==> config.mk <==
export PLATFORM = sky130hd
export DESIGN_NAME = idle_weighted_freq_governor_top
export DESIGN_NICKNAME = d
export VERILOG_FILES = /design/src/rtl/core/iwfg_pkg.sv /design/src/rtl/core/idle_weighted_freq_governor_top.sv /design/src/rtl/core/iwfg_ram.sv
export SDC_FILE = /design/constraint.sdc
export NUM_CORES = 2
export LEC_CHECK = 0
export ABC_CLOCK_PERIOD_IN_PS = 17300
export BUFFER_PORTS_ARGS = -buffer_cell sky130_fd_sc_hd__buf_2
export CAP_MARGIN = 25
export CORE_ASPECT_RATIO = 0.8
export CORE_MARGIN = 10
export CORE_UTILIZATION = 65
export CTS_CLUSTER_DIAMETER = 100
export DETAILED_ROUTE_END_ITERATION = 6
export PLACE_DENSITY = 0.82
export SYNTH_ARGS = -nofsm -noshare
export SYNTH_HDL_FRONTEND = slang
export SYNTH_HIERARCHICAL = 1
export SYNTH_SLANG_ARGS = --single-unit
==> constraint.sdc <==
create_clock -name clk -period 17.3 [get_ports clk]
set_clock_uncertainty 0.15 [all_clocks]
set_input_delay 1.73 -clock clk [delete_from_list [all_inputs] [get_ports clk]]
set_output_delay 1.73 -clock clk [all_outputs]
set_load 0.005 [all_outputs]
==> src/rtl/core/iwfg_pkg.sv <==
// Shared types, codes and constant tables of the idle-weighted frequency governor.
`default_nettype none

package iwfg_pkg;

    localparam int HISTORY_DEPTH  = 5;
    localparam int DEF_NUM_CPUS   = 4;
    localparam int DEF_MAX_STATES = 8;

    localparam int PCT_W      = 7;
    localparam int FREQ_W     = 32;
    localparam int CNT_OUT_W  = 3;
    localparam int TIDX_W     = 6;
    localparam int SC_W       = 4;
    localparam int CFG_IDX_W  = 2;
    localparam int SLOT_W     = 3;
    localparam int WEIGHT_W   = 8;
    localparam int BSTEP_W    = 7;
    localparam int CODE_W     = 2;

    typedef logic [PCT_W-1:0]  pct_t;
    typedef logic [FREQ_W-1:0] freq_t;

    typedef enum logic [CFG_IDX_W-1:0] {
        CFG_IDLE_THRESHOLD,
        CFG_STATE_COUNT,
        CFG_MAX_FREQUENCY,
        CFG_MIN_FREQUENCY
    } cfg_idx_t;

    typedef enum logic {
        CMD_TICK,
        CMD_TABLE_WRITE
    } cmd_t;

    typedef enum logic [CODE_W-1:0] {
        ACT_SET,
        ACT_HOLD,
        ACT_DEFER
    } action_t;

    typedef enum logic [CODE_W-1:0] {
        BREQ_NONE,
        BREQ_DISABLE,
        BREQ_ENABLE
    } breq_t;

    typedef enum logic [2:0] {
        ST_IDLE,
        ST_CPU,
        ST_BUCKET,
        ST_LOOKUP,
        ST_READ
    } state_t;

    localparam freq_t WORD_BOOST    = 32'hFFFF_FFFF;
    localparam freq_t WORD_MIN      = 32'hFFFF_FFFE;
    localparam freq_t WORD_ONDEMAND = 32'h0000_0000;

    localparam pct_t              RST_IDLE_THRESHOLD = 7'd90;
    localparam logic [SC_W-1:0]   RST_STATE_COUNT    = 4'd4;

    // Weight sum for 1..5 filled history entries.
    function automatic logic [WEIGHT_W-1:0] weight_sum(input logic [SLOT_W-1:0] size);
        logic [WEIGHT_W-1:0] w;
        begin
            case (size)
                3'd1:    w = 8'd100;
                3'd2:    w = 8'd150;
                3'd3:    w = 8'd175;
                3'd4:    w = 8'd187;
                default: w = 8'd193;
            endcase
            return w;
        end
    endfunction

    // Load bucket width, 100 / n, for n = 1..15.
    function automatic logic [BSTEP_W-1:0] bucket_step(input logic [SC_W-1:0] n);
        logic [BSTEP_W-1:0] q;
        begin
            case (n)
                4'd2:    q = 7'd50;
                4'd3:    q = 7'd33;
                4'd4:    q = 7'd25;
                4'd5:    q = 7'd20;
                4'd6:    q = 7'd16;
                4'd7:    q = 7'd14;
                4'd8:    q = 7'd12;
                4'd9:    q = 7'd11;
                4'd10:   q = 7'd10;
                4'd11:   q = 7'd9;
                4'd12:   q = 7'd8;
                4'd13:   q = 7'd7;
                4'd14:   q = 7'd7;
                4'd15:   q = 7'd6;
                default: q = 7'd100;
            endcase
            return q;
        end
    endfunction

endpackage

`default_nettype wire

==> src/rtl/core/idle_weighted_freq_governor_top.sv <==
// Top level of the idle-weighted frequency governor: sequencer, history, table lookup.
//
//  channel | signals                        | direction | transfer
//  --------+--------------------------------+-----------+---------------------------
//  cfg     | cfg_we, cfg_index, cfg_data    | in        | write when cfg_we is high
//  in      | in_valid/in_ready + fields     | in        | valid & ready
//  out     | out_valid/out_ready + fields   | out       | valid & ready
//
//  A table write item is written into the table RAM as it is accepted. A tick steps once
//  per CPU through the shared history adder and threshold compare, then through 1..n
//  bucket steps, then the table RAM read. The table RAM has one read port.
//  Reset returns control state to its defaults; history and table stay undefined until written.
//  The result sits in an output register; a new item is accepted while it waits, and the
//  sequencer holds in its last step while an earlier result is still not taken.
`default_nettype none

module idle_weighted_freq_governor_top #(
    parameter int NUM_CPUS   = iwfg_pkg::DEF_NUM_CPUS,
    parameter int MAX_STATES = iwfg_pkg::DEF_MAX_STATES
) (
    input  wire logic                             clk,
    input  wire logic                             rst_n,
    input  wire logic                             cfg_we,
    input  wire logic [iwfg_pkg::CFG_IDX_W-1:0]   cfg_index,
    input  wire logic [iwfg_pkg::FREQ_W-1:0]      cfg_data,
    input  wire logic                             in_valid,
    output logic                                  in_ready,
    input  wire logic                             command,
    input  wire logic [iwfg_pkg::PCT_W-1:0]       load_percent,
    input  wire logic                             boost_active,
    input  wire logic [iwfg_pkg::FREQ_W-1:0]      current_frequency,
    input  wire logic [iwfg_pkg::PCT_W-1:0]       idle_cpu0,
    input  wire logic [iwfg_pkg::PCT_W-1:0]       idle_cpu1,
    input  wire logic [iwfg_pkg::PCT_W-1:0]       idle_cpu2,
    input  wire logic [iwfg_pkg::PCT_W-1:0]       idle_cpu3,
    input  wire logic [iwfg_pkg::TIDX_W-1:0]      table_index,
    input  wire logic [iwfg_pkg::FREQ_W-1:0]      table_value,
    output logic                                  out_valid,
    input  wire logic                             out_ready,
    output logic [iwfg_pkg::CODE_W-1:0]           action,
    output logic [iwfg_pkg::FREQ_W-1:0]           target_frequency,
    output logic [iwfg_pkg::CODE_W-1:0]           boost_request,
    output logic [iwfg_pkg::CNT_OUT_W-1:0]        idle_cpu_count
);

    import iwfg_pkg::*;

    localparam int TABLE_DEPTH = MAX_STATES * (NUM_CPUS + 1);
    localparam int ADDR_W      = $clog2(TABLE_DEPTH);
    localparam int CPU_W       = (NUM_CPUS > 1) ? $clog2(NUM_CPUS) : 1;
    localparam int IDLE_W      = $clog2(NUM_CPUS + 1);
    localparam int BKT_W       = (MAX_STATES > 1) ? $clog2(MAX_STATES) : 1;
    localparam int SUM_W       = $clog2(HISTORY_DEPTH * (2 ** PCT_W - 1) + 1);
    localparam int SCALED_W    = $clog2(HISTORY_DEPTH * (2 ** PCT_W - 1) * 100 + 1);
    localparam int LK_W        = SC_W + IDLE_W + 1;
    localparam int P_W         = BSTEP_W + 1;

    typedef pct_t hist_row_t [HISTORY_DEPTH];

    // control state
    state_t                 state_reg, state_next;
    pct_t                   thr_reg;
    logic [SC_W-1:0]        sc_reg;
    freq_t                  fmax_reg;
    freq_t                  fmin_reg;
    logic [SLOT_W-1:0]      slot_reg;
    logic [SLOT_W-1:0]      fill_reg;
    logic [HISTORY_DEPTH-1:0] bhist_reg;
    logic [CPU_W-1:0]       cpu_idx_reg;
    logic [IDLE_W-1:0]      idle_cnt_reg;
    logic [BKT_W-1:0]       bucket_reg;
    logic [P_W-1:0]         p_reg;
    logic                   out_valid_reg;

    // item payload
    pct_t                   load_reg;
    logic                   boost_on_reg;
    freq_t                  cur_reg;
    pct_t                   sample_reg [NUM_CPUS];
    logic [SC_W-1:0]        n_reg;
    logic [SCALED_W-1:0]    thrw_reg;
    logic [SLOT_W-1:0]      size_reg;
    logic [SLOT_W-1:0]      cur_slot_reg;
    hist_row_t              hist_reg [NUM_CPUS];
    logic [CODE_W-1:0]      action_reg;
    freq_t                  freq_reg;
    logic [CODE_W-1:0]      breq_reg;
    logic [CNT_OUT_W-1:0]   count_reg;

    logic                   tick_accept;
    logic                   wr_accept;
    logic                   ram_we;
    logic [ADDR_W-1:0]      ram_waddr;
    logic [ADDR_W-1:0]      ram_raddr;
    freq_t                  ram_rdata;
    logic                   cpu_last;
    logic                   bucket_done;
    logic                   out_load;

    logic [SLOT_W-1:0]      fill_new;
    logic [SLOT_W-1:0]      slot_new;
    logic [SC_W-1:0]        n_new;
    logic [SCALED_W-1:0]    thrw_new;

    hist_row_t              row_new;
    logic [SUM_W-1:0]       hist_sum;
    logic [SCALED_W-1:0]    scaled_sum;
    logic                   cpu_idle;
    logic [LK_W-1:0]        lk_full;

    logic                   is_boost;
    logic                   is_min;
    logic                   is_ondemand;
    logic [HISTORY_DEPTH-1:0] bhist_new;
    logic [SLOT_W-1:0]      bh_ones;
    freq_t                  freq_sel;
    logic [CODE_W-1:0]      act_sel;
    logic [CODE_W-1:0]      breq_sel;

    iwfg_ram #(
        .WIDTH (FREQ_W),
        .DEPTH (TABLE_DEPTH)
    ) u_table (
        .clk   (clk),
        .we    (ram_we),
        .waddr (ram_waddr),
        .wdata (table_value),
        .raddr (ram_raddr),
        .rdata (ram_rdata)
    );

    // accept-cycle values
    always_comb
    begin
        fill_new = (int'(fill_reg) < HISTORY_DEPTH) ? fill_reg + SLOT_W'(1) : fill_reg;
        slot_new = (int'(slot_reg) == HISTORY_DEPTH - 1) ? '0 : slot_reg + SLOT_W'(1);
        if (sc_reg == '0)
        begin
            n_new = SC_W'(1);
        end
        else if (int'(sc_reg) > MAX_STATES)
        begin
            n_new = SC_W'(MAX_STATES);
        end
        else
        begin
            n_new = sc_reg;
        end
        thrw_new = SCALED_W'({1'b0, thr_reg} + 8'd1) * SCALED_W'(weight_sum(fill_new));
    end

    // shared history step: store sample, sum filled entries, halve them, compare
    always_comb
    begin
        hist_row_t row;
        pct_t      e;
        row      = hist_reg[cpu_idx_reg];
        hist_sum = '0;
        for (int k = 0; k < HISTORY_DEPTH; k++)
        begin
            e = (SLOT_W'(k) == cur_slot_reg) ? sample_reg[cpu_idx_reg] : row[k];
            if (SLOT_W'(k) < size_reg)
            begin
                hist_sum   = hist_sum + SUM_W'(e);
                row_new[k] = e >> 1;
            end
            else
            begin
                row_new[k] = row[k];
            end
        end
        scaled_sum = SCALED_W'(hist_sum) * SCALED_W'(100);
        cpu_idle   = (scaled_sum >= thrw_reg);
    end

    assign cpu_last    = (cpu_idx_reg == CPU_W'(NUM_CPUS - 1));
    assign bucket_done = ({1'b0, load_reg} <= p_reg) ||
                         (SC_W'(bucket_reg) == n_reg - SC_W'(1));
    assign lk_full     = LK_W'(n_reg) * LK_W'(idle_cnt_reg) + LK_W'(bucket_reg);

    // decision on the table word
    always_comb
    begin
        is_boost    = (ram_rdata == WORD_BOOST);
        is_min      = (ram_rdata == WORD_MIN);
        is_ondemand = (ram_rdata == WORD_ONDEMAND);
        if (is_boost)
        begin
            bhist_new = bhist_reg | (HISTORY_DEPTH'(1) << cur_slot_reg);
        end
        else
        begin
            bhist_new = bhist_reg & ~(HISTORY_DEPTH'(1) << cur_slot_reg);
        end
        bh_ones = '0;
        for (int k = 0; k < HISTORY_DEPTH; k++)
        begin
            bh_ones = bh_ones + SLOT_W'(bhist_new[k]);
        end
        breq_sel = BREQ_NONE;
        if (boost_on_reg && (bhist_new == '0))
        begin
            breq_sel = BREQ_DISABLE;
        end
        if (!boost_on_reg && (int'(bh_ones) == HISTORY_DEPTH - 1))
        begin
            breq_sel = BREQ_ENABLE;
        end
        if (is_ondemand)
        begin
            freq_sel = '0;
            act_sel  = ACT_DEFER;
        end
        else
        begin
            if (is_boost)
            begin
                freq_sel = fmax_reg;
            end
            else if (is_min)
            begin
                freq_sel = fmin_reg;
            end
            else
            begin
                freq_sel = ram_rdata;
            end
            act_sel = (cur_reg == freq_sel) ? ACT_HOLD : ACT_SET;
        end
    end

    // next state
    always_comb
    begin
        state_next = state_reg;
        unique case (state_reg)
            ST_IDLE:
            begin
                if (tick_accept)
                begin
                    state_next = ST_CPU;
                end
            end
            ST_CPU:
            begin
                if (cpu_last)
                begin
                    state_next = ST_BUCKET;
                end
            end
            ST_BUCKET:
            begin
                if (bucket_done)
                begin
                    state_next = ST_LOOKUP;
                end
            end
            ST_LOOKUP:
            begin
                state_next = ST_READ;
            end
            ST_READ:
            begin
                if (out_load)
                begin
                    state_next = ST_IDLE;
                end
            end
            default:
            begin
                state_next = ST_IDLE;
            end
        endcase
    end

    // outputs of the sequencer
    always_comb
    begin
        in_ready    = (state_reg == ST_IDLE);
        tick_accept = in_valid && in_ready && (command == CMD_TICK);
        wr_accept   = in_valid && in_ready && (command == CMD_TABLE_WRITE);
        ram_we      = wr_accept && (int'(table_index) < TABLE_DEPTH);
        ram_waddr   = ADDR_W'(table_index);
        ram_raddr   = ADDR_W'(lk_full);
        out_load    = (state_reg == ST_READ) && (!out_valid_reg || out_ready);
    end

    always_ff @(posedge clk or negedge rst_n)
    begin
        if (!rst_n)
        begin
            state_reg     <= ST_IDLE;
            thr_reg       <= RST_IDLE_THRESHOLD;
            sc_reg        <= RST_STATE_COUNT;
            fmax_reg      <= '0;
            fmin_reg      <= '0;
            slot_reg      <= '0;
            fill_reg      <= '0;
            bhist_reg     <= '0;
            cpu_idx_reg   <= '0;
            idle_cnt_reg  <= '0;
            bucket_reg    <= '0;
            p_reg         <= '0;
            out_valid_reg <= 1'b0;
        end
        else
        begin
            state_reg <= state_next;
            if (cfg_we)
            begin
                unique case (cfg_idx_t'(cfg_index))
                    CFG_IDLE_THRESHOLD: thr_reg  <= cfg_data[PCT_W-1:0];
                    CFG_STATE_COUNT:    sc_reg   <= cfg_data[SC_W-1:0];
                    CFG_MAX_FREQUENCY:  fmax_reg <= cfg_data;
                    CFG_MIN_FREQUENCY:  fmin_reg <= cfg_data;
                    default:            thr_reg  <= thr_reg;
                endcase
            end
            if (tick_accept)
            begin
                slot_reg     <= slot_new;
                fill_reg     <= fill_new;
                cpu_idx_reg  <= '0;
                idle_cnt_reg <= '0;
                bucket_reg   <= '0;
                p_reg        <= P_W'(bucket_step(n_new));
            end
            if (state_reg == ST_CPU)
            begin
                cpu_idx_reg  <= cpu_idx_reg + CPU_W'(1);
                idle_cnt_reg <= idle_cnt_reg + IDLE_W'(cpu_idle);
            end
            if ((state_reg == ST_BUCKET) && !bucket_done)
            begin
                bucket_reg <= bucket_reg + BKT_W'(1);
                p_reg      <= p_reg + P_W'(bucket_step(n_reg));
            end
            if (out_load)
            begin
                bhist_reg     <= bhist_new;
                out_valid_reg <= 1'b1;
            end
            else if (out_ready)
            begin
                out_valid_reg <= 1'b0;
            end
        end
    end

    always_ff @(posedge clk)
    begin
        if (tick_accept)
        begin
            load_reg     <= load_percent;
            boost_on_reg <= boost_active;
            cur_reg      <= current_frequency;
            n_reg        <= n_new;
            thrw_reg     <= thrw_new;
            size_reg     <= fill_new;
            cur_slot_reg <= slot_reg;
            for (int i = 0; i < NUM_CPUS; i++)
            begin
                if (i == 0)
                begin
                    sample_reg[i] <= idle_cpu0;
                end
                else if (i == 1)
                begin
                    sample_reg[i] <= idle_cpu1;
                end
                else if (i == 2)
                begin
                    sample_reg[i] <= idle_cpu2;
                end
                else if (i == 3)
                begin
                    sample_reg[i] <= idle_cpu3;
                end
                else
                begin
                    sample_reg[i] <= '0;
                end
            end
        end
        if (state_reg == ST_CPU)
        begin
            hist_reg[cpu_idx_reg] <= row_new;
        end
        if (out_load)
        begin
            action_reg <= act_sel;
            freq_reg   <= freq_sel;
            breq_reg   <= breq_sel;
            count_reg  <= CNT_OUT_W'(idle_cnt_reg);
        end
    end

    assign out_valid        = out_valid_reg;
    assign action           = action_reg;
    assign target_frequency = freq_reg;
    assign boost_request    = breq_reg;
    assign idle_cpu_count   = count_reg;

endmodule

`default_nettype wire

==> src/rtl/core/iwfg_ram.sv <==
// Generic single-write, single-read RAM with registered read data.
`default_nettype none

module iwfg_ram #(
    parameter int WIDTH = 32,
    parameter int DEPTH = 40
) (
    input  wire logic                     clk,
    input  wire logic                     we,
    input  wire logic [$clog2(DEPTH)-1:0] waddr,
    input  wire logic [WIDTH-1:0]         wdata,
    input  wire logic [$clog2(DEPTH)-1:0] raddr,
    output logic      [WIDTH-1:0]         rdata
);

    logic [WIDTH-1:0] mem [DEPTH];

    always_ff @(posedge clk)
    begin
        if (we)
        begin
            mem[waddr] <= wdata;
        end
        rdata <= mem[raddr];
    end

endmodule

`default_nettype wire
==> flow_metrics.py <==
metrics = {
    "setup_path": {
        "end_kind": "flop",
        "crit_required_ns": 17.78,
        "crit_type": "flop to flop",
        "cp_max_fo": 36,
        "crit_path_start": "cpu_idx_reg[0]",
        "timing.rr.start": "cpu_idx_reg[0]",
        "cp_slowest_cell": "mux4_2",
        "critPathMostFrequentCell": "ha_1",
        "cpPeakStageDelay_ns": 0.66,
        "startpoint_type": "flop",
        "arrival_ns": 11.63,
    },
    "grt": {
        "grt_pass1_wl_um": 263000,
        "grt_overflow": 0,
        "grt_pass1_vias": 40507,
        "antenna_found_initial": 15,
        "track_usage_pct": 28.0,
        "grt_max_degree": 107,
    },
    "floorplanning": {
        "rows": 109,
        "die_y_um": 319,
        "die_area_mm2": 0.126,
        "initial_core_util_pct": 65.6,
        "ios": 187,
        "fp.coreArea_mm2": 0.111,
        "die_x_um": 394,
    },
    "place": {
        "gp_congestion": 0.887,
        "hpwl_um": 105000,
        "port_buffers": 186,
    },
    "routing": {
        "dr.pass1.iters": 5,
        "ant_nets": 0,
        "wl_um": 178000,
        "drc": 0,
        "drt_iter0_markers": 4790,
        "vias": 40485,
        "viasPerCell": 6.62,
        "drt-wirelength-per-cell_um": 29.1,
    },
    "sta": {
        "finalHoldViolations": 0,
        "setup_viol": 0,
        "timing.fmax_ghz": 0.0896,
        "maxSlewViolCount": 0,
        "worst_pin_slew_ns": 1.05,
        "tns_ns": 0,
        "max-slew-margin-rel_pct": 29.9,
        "post-route-min-period_ns": 11.15,
        "finalCritPeriodShare_pct": 64.5,
        "rsz0062_at_grt": "false",
    },
    "synth": {
        "yosys.area_share.xor_xnor_pct": 1.20,
        "ys_seq_area_share_pct": 69.0,
        "synth_top_flop_cell": "edfxtp_1",
        "muxShareOfSynthArea_pct": 13.6,
        "syn-cell-area_mm2": 0.0726,
        "synth_common_cells": "edfxtp_1 (1,553), mux2i_1 (554), mux2_2 (166), ha_1 (157)",
        "synth_adder_area_share_pct": 4.14,
        "synth_top_family_by_area": "multiplexers",
        "synth.distinct_cells": 87,
        "synthSimpleGateAreaFrac_pct": 3.10,
        "yosysWarnings": 6,
        "synth-compound-area-share_pct": 6.72,
        "avgSynthCellArea_um2": 17.0,
        "synthTopCellsByArea": "edfxtp_1 (64%), mux2i_1 (7.6%), dfrtp_1 (3.5%), mux4_2 (3.3%), ha_1 (2.7%)",
        "synth_seq_cells": 1698,
        "yosys.area.top_type_share_pct": 64.3,
        "synthCells": 4271,
        "synthArstFlopShare_pct": 6.24,
        "netlist.top_cell.by_area": "edfxtp_1",
        "synth-edff-count": 1553,
        "syn_nets": 4626,
        "synth_most_common_cell": "edfxtp_1",
    },
    "cts": {
        "cts_made_buffers": 156,
        "clock-sinks": 1698,
        "holdBufCountCts": 0,
        "clk_transition_reported_paths_ns": 0.06,
        "clockBufferDepth": 3,
        "clock_latency_ns": 0.79,
        "cts_root_buf": "clkbuf_16",
        "htreeDepth": 4,
        "post_cts_buffers": 0,
        "cts_resized": 0,
        "cts_tree": "yes",
    },
    "run": {
        "cap_viol_max_count": 0,
    },
    "layout": {
        "drive_gt1_share_pct": 20.1,
        "fillers": 6374,
        "area_delta_synth_final_pct": 10.8,
        "fin_nets": 4853,
        "multi_input_area_mm2": 0.0212,
        "ff_latch_area_mm2": 0.0501,
        "largest_reg_flops": 1280,
    },
    "run_status": {
        "run_status": "finished, final reports clean",
    },
    "worst_hold_path": {
        "hold_path.class": "flop to flop",
        "hold_path_startpoint": "p_reg[7]",
    },
}
## logic make-up (layout without fill, tap and decap cells)
family,Yosys count,count (layout)
AOI/OAI and AO/OA,614,614
xor gates and xnor gates,98,98
adders and majority gates,209,209
buffers and inverters,343,691
DFF,1698,1698
muxes,828,828
other,0,3
and+or+nand+nor,481,481
## per-layer routing
metal	vias to the layer above	share of wire, %	GRT usage, %
met2	2433	46	42.5
met5	-	0.036	0
met3	397	12	6.63
met1	20482	39	40.0
li1	17163	-	-
met4	10	3.6	10.0
## worst paths after layout
kind | endpoint | slack (ns) | cells past startpoint
min in group asynchronous | fmin_reg[10] | 0.68 | 1
max in group asynchronous | sc_reg[2] | 15.31 | 3
worst min-delay path | p_reg[7] | 0.35 | 2
worst min register to register | p_reg[7] | 0.35 | 2
worst max register to register | idle_cnt_reg[2] | 6.15 | 45
worst max-delay path | idle_cnt_reg[2] | 6.15 | 45
## layout make-up
type | instances | area share (%)
Sequential cell | 1698 | 62.3
Multi-Input combinational cell | 2230 | 26.4
Clock buffer | 201 | 5.22
Tap cell | 1498 | 2.33
Timing Repair Buffer | 277 | 2.10
Clock inverter | 78 | 1.06
Inverter | 135 | 0.636
Antenna cell | 3 | 0.00933
## worst max-delay path, delay by kind of cell, from the launching register on
kind,cells,cell delay (ns)
buffers and inverters,4,0.90
and+or+nand+nor,3,0.19
AOI/OAI and AO/OA,16,2.87
muxes,4,1.54
adders and majority gates,12,3.83
DFF,1,0.54
xor gates and xnor gates,6,0.95
## cells in the final DEF, fill, tap and decap left out, drive strengths merged, types with 7 or more instances in the layout
cell type	instances
o21a	17
and2	20
a21boi	34
xor2	50
a31oi	7
bufinv	14
mux4	107
clkinv	54
or3	8
a21oi	121
nand2	157
nor4	18
inv	142
nor2	156
xnor2	48
dfxtp	39
edfxtp	1553
o41ai	32
a221oi	64
a211oi	9
ha	157
nand2b	21
fa	52
buf	275
nor3	17
mux2	167
nand3	20
a22oi	128
clkbuf	203
nand4	13
nor2b	21
or2	9
o21ai	50
a21o	22
a22o	65
dfrtp	101
mux2i	554
o22ai	33
## through the flow
stage / setup WS [ns] / hold WS [ns] / cells / cell area, µm² / util (%)
floorplan: 7.22 / 0.297 / 4271 / 72600 / -
global placement: 6.38 / 0.315 / 5833 / 75300 / 68.1
detailed placement: 6.22 / 0.323 / 5834 / 75300 / 68.1
CTS: 6.07 / 0.342 / 6113 / 80400 / 72.7
global route: 5.28 / 0.364 / 6119 / 80400 / 72.7
finish: 6.15 / 0.349 / 6120 / 80400 / 72.7
Power is not shown: default switching activity piles up to over one toggle a cycle in this logic, so the estimate is an artifact.
